### config.mk
export PLATFORM = sky130hd
export DESIGN_NAME = epoch_seconds_to_calendar_unit_flat
export DESIGN_NICKNAME = d
export VERILOG_FILES = /design/src/hw/rtl/escal_pkg.sv /design/src/hw/rtl/escal_in_if.sv /design/src/hw/rtl/escal_out_if.sv /design/src/hw/rtl/escal_alu.sv /design/src/hw/rtl/escal_seq.sv /design/src/hw/rtl/escal_datapath.sv /design/src/hw/rtl/epoch_seconds_to_calendar_unit.sv /design/src/flat_wrapper.sv
export SDC_FILE = /design/constraint.sdc
export NUM_CORES = 2
export LEC_CHECK = 0
export BUFFER_PORTS_ARGS = -buffer_cell sky130_fd_sc_hd__buf_2
export CORE_MARGIN = 2
export CORE_UTILIZATION = 40
export CTS_BUF_LIST = sky130_fd_sc_hd__clkbuf_4 sky130_fd_sc_hd__clkbuf_8 sky130_fd_sc_hd__clkbuf_16
export CTS_CLUSTER_DIAMETER = 60
export DETAILED_ROUTE_END_ITERATION = 7
export PLACE_DENSITY = 0.54
export SYNTH_ARGS = -nofsm -noshare
export SYNTH_HDL_FRONTEND = slang
export SYNTH_SLANG_ARGS = --single-unit
### constraint.sdc
create_clock -name clk -period 9.6 [get_ports clk]
set_input_delay 2.4 -clock clk [delete_from_list [all_inputs] [get_ports clk]]
set_output_delay 2.4 -clock clk [all_outputs]
set_load 0.02 [all_outputs]
### src/hw/rtl/escal_pkg.sv
// Shared types, constants and calendar helpers for the epoch-to-calendar block.
package escal_pkg;

    localparam int EPOCH_W = 32;
    localparam int ALU_W   = 16;
    localparam int REM_W   = 6;
    localparam int STEP_W  = 1;

    localparam logic [REM_W-1:0] SEC_PER_MIN   = 6'd60;
    localparam logic [REM_W-1:0] MIN_PER_HOUR  = 6'd60;
    localparam logic [REM_W-1:0] HOUR_PER_DAY  = 6'd24;
    localparam logic [REM_W-1:0] DAYS_PER_WEEK = 6'd7;

    localparam logic [ALU_W-1:0] DAYS_YEAR     = 16'd365;
    localparam logic [ALU_W-1:0] DAYS_LEAP     = 16'd366;
    localparam logic [ALU_W-1:0] WDAY_OFFSET   = 16'd4;

    // Exact reciprocals: n / 60 = (n * RECIP_60) >> 37 and n / 24 = (n * RECIP_24) >> 36
    // for any 32-bit n; n / 7 = (n * RECIP_7) >> 19 for n below 2^16
    localparam logic [EPOCH_W-1:0] RECIP_60 = 32'h8888_8889;
    localparam logic [EPOCH_W-1:0] RECIP_24 = 32'hAAAA_AAAB;
    localparam logic [EPOCH_W-1:0] RECIP_7  = 32'h0001_2493;

    localparam logic [7:0] YEAR_EPOCH          = 8'd70;
    // 2100 is the only century year in range that is not leap (2000 is)
    localparam logic [7:0] YEAR_NOLEAP_CENTURY = 8'd200;

    localparam logic [3:0] MONTH_FEB = 4'd1;

    // Each division pass: multiply cycle, then quotient and remainder cycle
    localparam logic [STEP_W-1:0] DIV_LAST_STEP = 1'b1;

    typedef enum logic [2:0] {
        ST_IDLE,
        ST_DIV_SEC,
        ST_DIV_MIN,
        ST_DIV_HOUR,
        ST_DIV_WDAY,
        ST_YEAR,
        ST_MONTH,
        ST_FINISH
    } state_t;

    typedef struct packed {
        state_t state;
        logic   last_step;
        logic   load_out;
    } ctrl_t;

    typedef struct packed {
        logic ge;
    } status_t;

    typedef struct packed {
        logic [5:0] second;
        logic [5:0] minute;
        logic [4:0] hour;
        logic [4:0] day_of_month;
        logic [3:0] month;
        logic [7:0] year_since_1900;
        logic [2:0] day_of_week;
        logic [8:0] day_of_year;
    } result_t;

    // Years since 1900; exact for 1901..2155
    function automatic logic is_leap(input logic [7:0] year);
        is_leap = (year[1:0] == 2'b00) && (year != YEAR_NOLEAP_CENTURY);
    endfunction

    function automatic logic [4:0] days_in_month(input logic [3:0] mon, input logic leap);
        logic [4:0] len;
        unique case (mon)
            4'd0:    len = 5'd31;
            4'd1:    len = 5'd28;
            4'd2:    len = 5'd31;
            4'd3:    len = 5'd30;
            4'd4:    len = 5'd31;
            4'd5:    len = 5'd30;
            4'd6:    len = 5'd31;
            4'd7:    len = 5'd31;
            4'd8:    len = 5'd30;
            4'd9:    len = 5'd31;
            4'd10:   len = 5'd30;
            default: len = 5'd31;
        endcase
        if (mon == MONTH_FEB && leap)
        begin
            len = 5'd29;
        end
        days_in_month = len;
    endfunction

endpackage

### src/hw/rtl/escal_in_if.sv
// Input channel: one epoch timestamp per beat.
interface escal_in_if;
    logic        valid;
    logic        ready;
    logic [31:0] epoch_seconds;

    modport source (output valid, output epoch_seconds, input ready);
    modport sink   (input valid, input epoch_seconds, output ready);
endinterface

### src/hw/rtl/escal_out_if.sv
// Output channel: one set of calendar fields per beat.
interface escal_out_if;
    logic       valid;
    logic       ready;
    logic [5:0] second;
    logic [5:0] minute;
    logic [4:0] hour;
    logic [4:0] day_of_month;
    logic [3:0] month;
    logic [7:0] year_since_1900;
    logic [2:0] day_of_week;
    logic [8:0] day_of_year;

    modport source (
        output valid, output second, output minute, output hour, output day_of_month,
        output month, output year_since_1900, output day_of_week, output day_of_year,
        input ready
    );
    modport sink (
        input valid, input second, input minute, input hour, input day_of_month,
        input month, input year_since_1900, input day_of_week, input day_of_year,
        output ready
    );
endinterface

### src/hw/rtl/escal_alu.sv
// Shared subtract-and-compare unit used by the year and month loops.
module escal_alu (
    input  logic [escal_pkg::ALU_W-1:0] a,
    input  logic [escal_pkg::ALU_W-1:0] b,
    output logic [escal_pkg::ALU_W-1:0] diff,
    output logic                        ge
);
    logic borrow;

    assign {borrow, diff} = {1'b0, a} - {1'b0, b};
    assign ge = ~borrow;
endmodule

### src/hw/rtl/escal_seq.sv
// Sequencer: walks the division passes, the year loop and the month loop.
module escal_seq (
    input  logic               clk,
    input  logic               rst_n,
    input  logic               start,
    input  logic               out_free,
    input  escal_pkg::status_t status,
    output escal_pkg::ctrl_t   ctrl,
    output logic               in_ready
);
    escal_pkg::state_t state_reg, state_next;
    logic [escal_pkg::STEP_W-1:0] step_reg, step_next;
    logic last_step;

    assign last_step = (step_reg == escal_pkg::DIV_LAST_STEP);

    // next state
    always_comb
    begin
        state_next = state_reg;
        step_next  = step_reg;
        unique case (state_reg)
            escal_pkg::ST_IDLE:
            begin
                step_next = '0;
                if (start)
                begin
                    state_next = escal_pkg::ST_DIV_SEC;
                end
            end
            escal_pkg::ST_DIV_SEC, escal_pkg::ST_DIV_MIN,
            escal_pkg::ST_DIV_HOUR, escal_pkg::ST_DIV_WDAY:
            begin
                if (last_step)
                begin
                    step_next = '0;
                    unique case (state_reg)
                        escal_pkg::ST_DIV_SEC:  state_next = escal_pkg::ST_DIV_MIN;
                        escal_pkg::ST_DIV_MIN:  state_next = escal_pkg::ST_DIV_HOUR;
                        escal_pkg::ST_DIV_HOUR: state_next = escal_pkg::ST_DIV_WDAY;
                        default:                state_next = escal_pkg::ST_YEAR;
                    endcase
                end
                else
                begin
                    step_next = step_reg + 1'b1;
                end
            end
            escal_pkg::ST_YEAR:
            begin
                if (!status.ge)
                begin
                    state_next = escal_pkg::ST_MONTH;
                end
            end
            escal_pkg::ST_MONTH:
            begin
                if (!status.ge)
                begin
                    state_next = escal_pkg::ST_FINISH;
                end
            end
            escal_pkg::ST_FINISH:
            begin
                if (out_free)
                begin
                    state_next = escal_pkg::ST_IDLE;
                end
            end
            default:
            begin
                state_next = escal_pkg::ST_IDLE;
            end
        endcase
    end

    // outputs
    always_comb
    begin
        ctrl.state     = state_reg;
        ctrl.last_step = last_step;
        ctrl.load_out  = (state_reg == escal_pkg::ST_FINISH) && out_free;
        in_ready       = (state_reg == escal_pkg::ST_IDLE);
    end

    always_ff @(posedge clk or negedge rst_n)
    begin
        if (!rst_n)
        begin
            state_reg <= escal_pkg::ST_IDLE;
            step_reg  <= '0;
        end
        else
        begin
            state_reg <= state_next;
            step_reg  <= step_next;
        end
    end
endmodule

### src/hw/rtl/escal_datapath.sv
// Datapath: reciprocal-multiply division passes and the shared subtract-compare unit.
module escal_datapath (
    input  logic                 clk,
    input  logic                 start,
    input  logic [31:0]          epoch_seconds,
    input  escal_pkg::ctrl_t     ctrl,
    output escal_pkg::status_t   status,
    output escal_pkg::result_t   result
);
    localparam int W = escal_pkg::ALU_W;

    logic [escal_pkg::EPOCH_W-1:0]   num_reg;
    logic [2*escal_pkg::EPOCH_W-1:0] prod_reg;
    logic [W-1:0]                    days_reg;
    logic [5:0]                      sec_reg;
    logic [5:0]                      min_reg;
    logic [4:0]                      hour_reg;
    logic [2:0]                      wday_reg;
    logic [7:0]                      year_reg;
    logic [8:0]                      yday_reg;
    logic [3:0]                      mon_reg;
    logic [4:0]                      mday_reg;

    logic [W-1:0]                    alu_a, alu_b, alu_diff;
    logic                            alu_ge;
    logic [escal_pkg::EPOCH_W-1:0]   recip;
    logic [2*escal_pkg::EPOCH_W-1:0] mul_prod;
    logic [escal_pkg::EPOCH_W-1:0]   quot;
    logic [escal_pkg::REM_W-1:0]     divisor;
    logic [2*escal_pkg::REM_W-1:0]   quot_mul;
    logic [escal_pkg::REM_W-1:0]     rem;
    logic [W-1:0]                    wday_num;
    logic                            leap;

    escal_alu u_alu (
        .a    (alu_a),
        .b    (alu_b),
        .diff (alu_diff),
        .ge   (alu_ge)
    );

    // reciprocal, divisor and quotient bits for the current division pass
    always_comb
    begin
        unique case (ctrl.state)
            escal_pkg::ST_DIV_SEC:
            begin
                recip   = escal_pkg::RECIP_60;
                divisor = escal_pkg::SEC_PER_MIN;
                quot    = {5'b0, prod_reg[63:37]};
            end
            escal_pkg::ST_DIV_MIN:
            begin
                recip   = escal_pkg::RECIP_60;
                divisor = escal_pkg::MIN_PER_HOUR;
                quot    = {5'b0, prod_reg[63:37]};
            end
            escal_pkg::ST_DIV_HOUR:
            begin
                recip   = escal_pkg::RECIP_24;
                divisor = escal_pkg::HOUR_PER_DAY;
                quot    = {4'b0, prod_reg[63:36]};
            end
            escal_pkg::ST_DIV_WDAY:
            begin
                recip   = escal_pkg::RECIP_7;
                divisor = escal_pkg::DAYS_PER_WEEK;
                quot    = prod_reg[50:19];
            end
            default:
            begin
                recip   = '0;
                divisor = '0;
                quot    = '0;
            end
        endcase
    end

    assign mul_prod = {{escal_pkg::EPOCH_W{1'b0}}, num_reg}
                    * {{escal_pkg::EPOCH_W{1'b0}}, recip};
    // remainder is below 64, so the low bits of n - q * d are enough
    assign quot_mul = {{escal_pkg::REM_W{1'b0}}, quot[escal_pkg::REM_W-1:0]}
                    * {{escal_pkg::REM_W{1'b0}}, divisor};
    assign rem      = num_reg[escal_pkg::REM_W-1:0] - quot_mul[escal_pkg::REM_W-1:0];
    assign wday_num = quot[W-1:0] + escal_pkg::WDAY_OFFSET;
    assign leap     = escal_pkg::is_leap(year_reg);

    always_comb
    begin
        alu_a = days_reg;
        unique case (ctrl.state)
            escal_pkg::ST_YEAR:
            begin
                alu_b = leap ? escal_pkg::DAYS_LEAP : escal_pkg::DAYS_YEAR;
            end
            escal_pkg::ST_MONTH:
            begin
                alu_b = {{(W-5){1'b0}}, escal_pkg::days_in_month(mon_reg, leap)};
            end
            default:                alu_b = '0;
        endcase
    end

    assign status.ge = alu_ge;

    always_ff @(posedge clk)
    begin
        unique case (ctrl.state)
            escal_pkg::ST_IDLE:
            begin
                if (start)
                begin
                    num_reg <= epoch_seconds;
                end
            end
            escal_pkg::ST_DIV_SEC, escal_pkg::ST_DIV_MIN,
            escal_pkg::ST_DIV_HOUR, escal_pkg::ST_DIV_WDAY:
            begin
                if (!ctrl.last_step)
                begin
                    prod_reg <= mul_prod;
                end
                else
                begin
                    unique case (ctrl.state)
                        escal_pkg::ST_DIV_SEC:
                        begin
                            sec_reg <= rem;
                            num_reg <= quot;
                        end
                        escal_pkg::ST_DIV_MIN:
                        begin
                            min_reg <= rem;
                            num_reg <= quot;
                        end
                        escal_pkg::ST_DIV_HOUR:
                        begin
                            hour_reg <= rem[4:0];
                            days_reg <= quot[W-1:0];
                            num_reg  <= {{(escal_pkg::EPOCH_W-W){1'b0}}, wday_num};
                        end
                        default:
                        begin
                            wday_reg <= rem[2:0];
                            year_reg <= escal_pkg::YEAR_EPOCH;
                        end
                    endcase
                end
            end
            escal_pkg::ST_YEAR:
            begin
                if (alu_ge)
                begin
                    days_reg <= alu_diff;
                    year_reg <= year_reg + 8'd1;
                end
                else
                begin
                    yday_reg <= days_reg[8:0];
                    mon_reg  <= '0;
                end
            end
            escal_pkg::ST_MONTH:
            begin
                if (alu_ge)
                begin
                    days_reg <= alu_diff;
                    mon_reg  <= mon_reg + 4'd1;
                end
                else
                begin
                    mday_reg <= days_reg[4:0] + 5'd1;
                end
            end
            default:
            begin
            end
        endcase
    end

    assign result.second          = sec_reg;
    assign result.minute          = min_reg;
    assign result.hour            = hour_reg;
    assign result.day_of_month    = mday_reg;
    assign result.month           = mon_reg;
    assign result.year_since_1900 = year_reg;
    assign result.day_of_week     = wday_reg;
    assign result.day_of_year     = yday_reg;
endmodule

### src/hw/rtl/epoch_seconds_to_calendar_unit.sv
// Top level: unsigned epoch seconds to UTC calendar fields.
//
// in_ch carries one 32-bit seconds count per beat; out_ch returns one beat
// of calendar fields (second .. day of year) for every input beat, in order.
// in_ch.ready is high only while the sequencer is idle; one timestamp is in
// work at a time.
// The four division passes (by 60, 60, 24 and the weekday mod 7) each
// run a registered reciprocal multiply followed by a quotient and
// remainder step; the year loop then walks the whole years after 1970
// (0..136) and the month loop the month index (0..11), each running one
// subtraction a cycle through the shared 16-bit subtract-compare unit.
// Once the result is registered the sequencer returns to idle, where
// the next timestamp is accepted.
// The result sits in an output register; a new timestamp can be accepted
// while it waits. If the receiver still holds the previous result when the
// next one finishes, the sequencer waits until the slot frees.
// rst_n (asynchronous, active low) returns to idle and drops out_ch.valid.
module epoch_seconds_to_calendar_unit (
    input  logic              clk,
    input  logic              rst_n,
    escal_in_if.sink          in_ch,
    escal_out_if.source       out_ch
);
    escal_pkg::ctrl_t   ctrl;
    escal_pkg::status_t status;
    escal_pkg::result_t result;
    escal_pkg::result_t out_reg;
    logic               out_valid_reg;
    logic               out_free;
    logic               start;

    assign start    = in_ch.valid && in_ch.ready;
    assign out_free = !out_valid_reg || out_ch.ready;

    escal_seq u_seq (
        .clk      (clk),
        .rst_n    (rst_n),
        .start    (start),
        .out_free (out_free),
        .status   (status),
        .ctrl     (ctrl),
        .in_ready (in_ch.ready)
    );

    escal_datapath u_datapath (
        .clk           (clk),
        .start         (start),
        .epoch_seconds (in_ch.epoch_seconds),
        .ctrl          (ctrl),
        .status        (status),
        .result        (result)
    );

    always_ff @(posedge clk or negedge rst_n)
    begin
        if (!rst_n)
        begin
            out_valid_reg <= 1'b0;
        end
        else if (ctrl.load_out)
        begin
            out_valid_reg <= 1'b1;
        end
        else if (out_ch.ready)
        begin
            out_valid_reg <= 1'b0;
        end
    end

    always_ff @(posedge clk)
    begin
        if (ctrl.load_out)
        begin
            out_reg <= result;
        end
    end

    assign out_ch.valid           = out_valid_reg;
    assign out_ch.second          = out_reg.second;
    assign out_ch.minute          = out_reg.minute;
    assign out_ch.hour            = out_reg.hour;
    assign out_ch.day_of_month    = out_reg.day_of_month;
    assign out_ch.month           = out_reg.month;
    assign out_ch.year_since_1900 = out_reg.year_since_1900;
    assign out_ch.day_of_week     = out_reg.day_of_week;
    assign out_ch.day_of_year     = out_reg.day_of_year;
endmodule
### src/flat_wrapper.sv
// flat-port wrapper written by rule: the top's interface ports become plain ports
module epoch_seconds_to_calendar_unit_flat 
  (clk, rst_n, in_ch_valid, in_ch_epoch_seconds, in_ch_ready, out_ch_valid, out_ch_second, out_ch_minute, out_ch_hour, out_ch_day_of_month, out_ch_month, out_ch_year_since_1900, out_ch_day_of_week, out_ch_day_of_year, out_ch_ready);
  escal_in_if in_ch_i ();
  escal_out_if out_ch_i ();
  input  logic clk;
  input  logic rst_n;
  input wire logic [$bits(in_ch_i.valid)-1:0] in_ch_valid;
  input wire logic [$bits(in_ch_i.epoch_seconds)-1:0] in_ch_epoch_seconds;
  output wire logic [$bits(in_ch_i.ready)-1:0] in_ch_ready;
  output wire logic [$bits(out_ch_i.valid)-1:0] out_ch_valid;
  output wire logic [$bits(out_ch_i.second)-1:0] out_ch_second;
  output wire logic [$bits(out_ch_i.minute)-1:0] out_ch_minute;
  output wire logic [$bits(out_ch_i.hour)-1:0] out_ch_hour;
  output wire logic [$bits(out_ch_i.day_of_month)-1:0] out_ch_day_of_month;
  output wire logic [$bits(out_ch_i.month)-1:0] out_ch_month;
  output wire logic [$bits(out_ch_i.year_since_1900)-1:0] out_ch_year_since_1900;
  output wire logic [$bits(out_ch_i.day_of_week)-1:0] out_ch_day_of_week;
  output wire logic [$bits(out_ch_i.day_of_year)-1:0] out_ch_day_of_year;
  input wire logic [$bits(out_ch_i.ready)-1:0] out_ch_ready;
  assign in_ch_i.valid = in_ch_valid;
  assign in_ch_i.epoch_seconds = in_ch_epoch_seconds;
  assign in_ch_ready = in_ch_i.ready;
  assign out_ch_valid = out_ch_i.valid;
  assign out_ch_second = out_ch_i.second;
  assign out_ch_minute = out_ch_i.minute;
  assign out_ch_hour = out_ch_i.hour;
  assign out_ch_day_of_month = out_ch_i.day_of_month;
  assign out_ch_month = out_ch_i.month;
  assign out_ch_year_since_1900 = out_ch_i.year_since_1900;
  assign out_ch_day_of_week = out_ch_i.day_of_week;
  assign out_ch_day_of_year = out_ch_i.day_of_year;
  assign out_ch_i.ready = out_ch_ready;
  epoch_seconds_to_calendar_unit u_core (.clk(clk), .rst_n(rst_n), .in_ch(in_ch_i), .out_ch(out_ch_i));
endmodule
==> impl_metrics.ini <==
[run_status]
outcome = completed

[cts]
cts.clk_slew.worst_paths_ps = 80
cts.repair.resized = 0
cts_tree = built
h-tree-depth = 4
cts_setup_buffers = 0
hold_buffers = 0
clk_latency_ps = 450
clk_path_buf_depth = 2
cts-root-buf = clkbuf_16
cts_sinks = 192
numCtsBuffers = 17

[final_layout]
fill_cells = 7756
largest_reg_flops = 45
syn_to_final_growth_pct = 7.80
fin_nets = 4196
drive_above_1_share_pct = 6.13
antenna_cells = 0

[min_path]
whs_path_depth = 0
worstHoldPathType = reg -> reg
min_from = u_core.u_datapath.yday_reg[4]
hold_end = u_core.out_ch.day_of_year[4]

[synth]
synth_area_um2 = 31400
yosysMostFrequentCell = inv_1
ys.flop_type = edfxtp_1
synthDistinctLibCells = 85
ys_seq_area_share_pct = 18.2
synth_largest_area_cell = fa_1
synthTopCellsByCount = 698 x inv_1, 494 x fa_1, 432 x ha_1
synth_edf_count = 185
ys_async_sr_fraction_pct = 2.60
synthTopCellsByArea = fa_1 32%, edfxtp_1 18%, ha_1 17%
syn_inst = 3137
ys_warn_count = 0
yosysTopAreaCellShare_pct = 31.5
ys_ff_latch = 192
synth_area_per_cell_um2 = 10.0

[critical_path]
cp.arrival_ps = 9200
cp_max_fo = 25
reg2reg_from = u_core.u_seq.state_reg[2]
r2r_slack_ps = 600
r2r-end = u_core.u_datapath.prod_reg[62]
end_kind = flip-flop
critPathKind = reg -> reg
required_ps = 9790
start_kind = flip-flop
reg2regPathDepth = 25

[sta]
slew_violations = 0
rsz0062_at_grt = no
hold_viol = 0
min_period_over_period_pct = 93.8
worstMarginPinSlew_ps = 1130
period_needed_ps = 9000
fin_skew_ps = 19.3
max_freq_ghz = 0.111
setup_viol_count_final = 0
max_slew_margin_pct = 24.5
fin_tns_setup_ps = 0

[floorplanning]
die_h_um = 284
core_um2 = 77600
ioPinCount = 84
dieArea_um2 = 80700
die_x_um = 284
start_util_pct = 40.4
rows = 102

[routing]
dr_total_vias = 22400
drtAntennaViolNets = 0
vias_per_cell = 5.21
drc = 0
wl_per_cell_um = 22.5
wl_um = 96500
first_pass_iters = 6
dr.first_iter.drc_count = 1975

[placed_design]
place.gp.congestion = 0.984
port_buffers = 83
hpwl_um = 85600

[global_routing]
antenna_found_initial = 0
grtUsageTotal_pct = 24.2
grt_pass1_wl_um = 145000
grt_start_max_net_pins = 60
grt_pass1_vias = 22900
overflow = 0

[run]
cap_violations = 0
-- layout by cell type (no fill, tap or decap), drive strengths merged, types with 13 or more instances in the layout --
cell and n:
xor2 64, a21oi 144, edfxtp 185, and3 14
a22o 26, o21bai 20, buf 115, nor2b 14
a21o 42, nand2 241, conb 46, a211oi 15
a22oi 19, nand4 21, o21a 13, or2 18
nor3 19, xnor2 95, mux2i 23, o21ai 74
nand3 27, ha 432, inv 707, nor2 143
fa 494, o31ai 18, and2 63, clkbuf 18
a31oi 14
-- per-stage QoR --
step / setup WS [ps] / std cells / utilization [%] / area [um2] / hold slack (ps)
2_1_floorplan: 1260 / 3181 / - / 31500 / 400
3_3_place_gp: 820 / 4255 / 42.8 / 33200 / 402
3_5_place_dp: 715 / 4255 / 42.8 / 33200 / 405
4_1_cts: 675 / 4287 / 43.6 / 33800 / 410
5_1_grt: 119 / 4287 / 43.6 / 33800 / 418
6_report: 597 / 4287 / 43.6 / 33800 / 407
-- final cells by class --
class,instances,area (um2),area share [%]
inverters,701,2630,7.78
flip-flops and latches,192,5730,16.9
clock inverters,14,158,0.466
well taps,1040,1300,3.85
repair buffers,115,656,1.94
clock buffers,18,433,1.28
multi-input cells,2207,22900,67.8
-- cell families after synthesis --
| group | share of synthesized area [%] |
|---|---|
| AND/OR/NAND/NOR | 8.92 |
| flip-flops | 18.2 |
| adder cells (fa/ha/maj) | 48.9 |
| buffers and inverters | 9.40 |
| AO/OA/AOI/OAI | 9.07 |
| XOR/XNOR | 4.44 |
| multiplexers | 1.06 |
| other | 0.0239 |
-- routing by layer --
| layer | track usage, % | wire length, um |
|---|---|---|
| met1 | 33.8 | 42300 |
| met2 | 39.0 | 45200 |
| met3 | 2.74 | 5130 |
| met4 | 8.68 | 3910 |
| met5 | 0 | 0 |
-- worst max-delay path, cell delays in order (launching register included) --
cell and delay, ps:
dfrtp_4 620, nor2_4 550, buf_4 410, nand2_1 200
nor2_1 570, inv_1 180, fa_1 420, inv_1 70
fa_1 410, inv_1 80, fa_1 410, inv_1 90
fa_1 460, fa_1 460, fa_1 530, fa_1 410
ha_1 400, a21oi_1 240, o211ai_1 170, a221oi_1 470
nor3_1 110, a221oi_2 490, o21ai_0 320, a41oi_1 370
o21ai_0 140, xnor2_1 150
-- worst max path at each step --
stage                               from                              to  slack, ps  depth (start not counted)
2_1_floorplan  u_core.u_seq.state_reg[1]  u_core.u_datapath.prod_reg[62]       1260                         30
3_3_place_gp   u_core.u_seq.state_reg[2]  u_core.u_datapath.prod_reg[62]        820                         25
3_5_place_dp   u_core.u_seq.state_reg[2]  u_core.u_datapath.prod_reg[62]        720                         25
4_1_cts        u_core.u_seq.state_reg[2]  u_core.u_datapath.prod_reg[62]        670                         25
5_1_grt        u_core.u_seq.state_reg[2]  u_core.u_datapath.prod_reg[62]        120                         25
6_report       u_core.u_seq.state_reg[2]  u_core.u_datapath.prod_reg[62]        600                         25
Power is not shown: default switching activity piles up to over one toggle a cycle in this logic, so the estimate is an artifact.
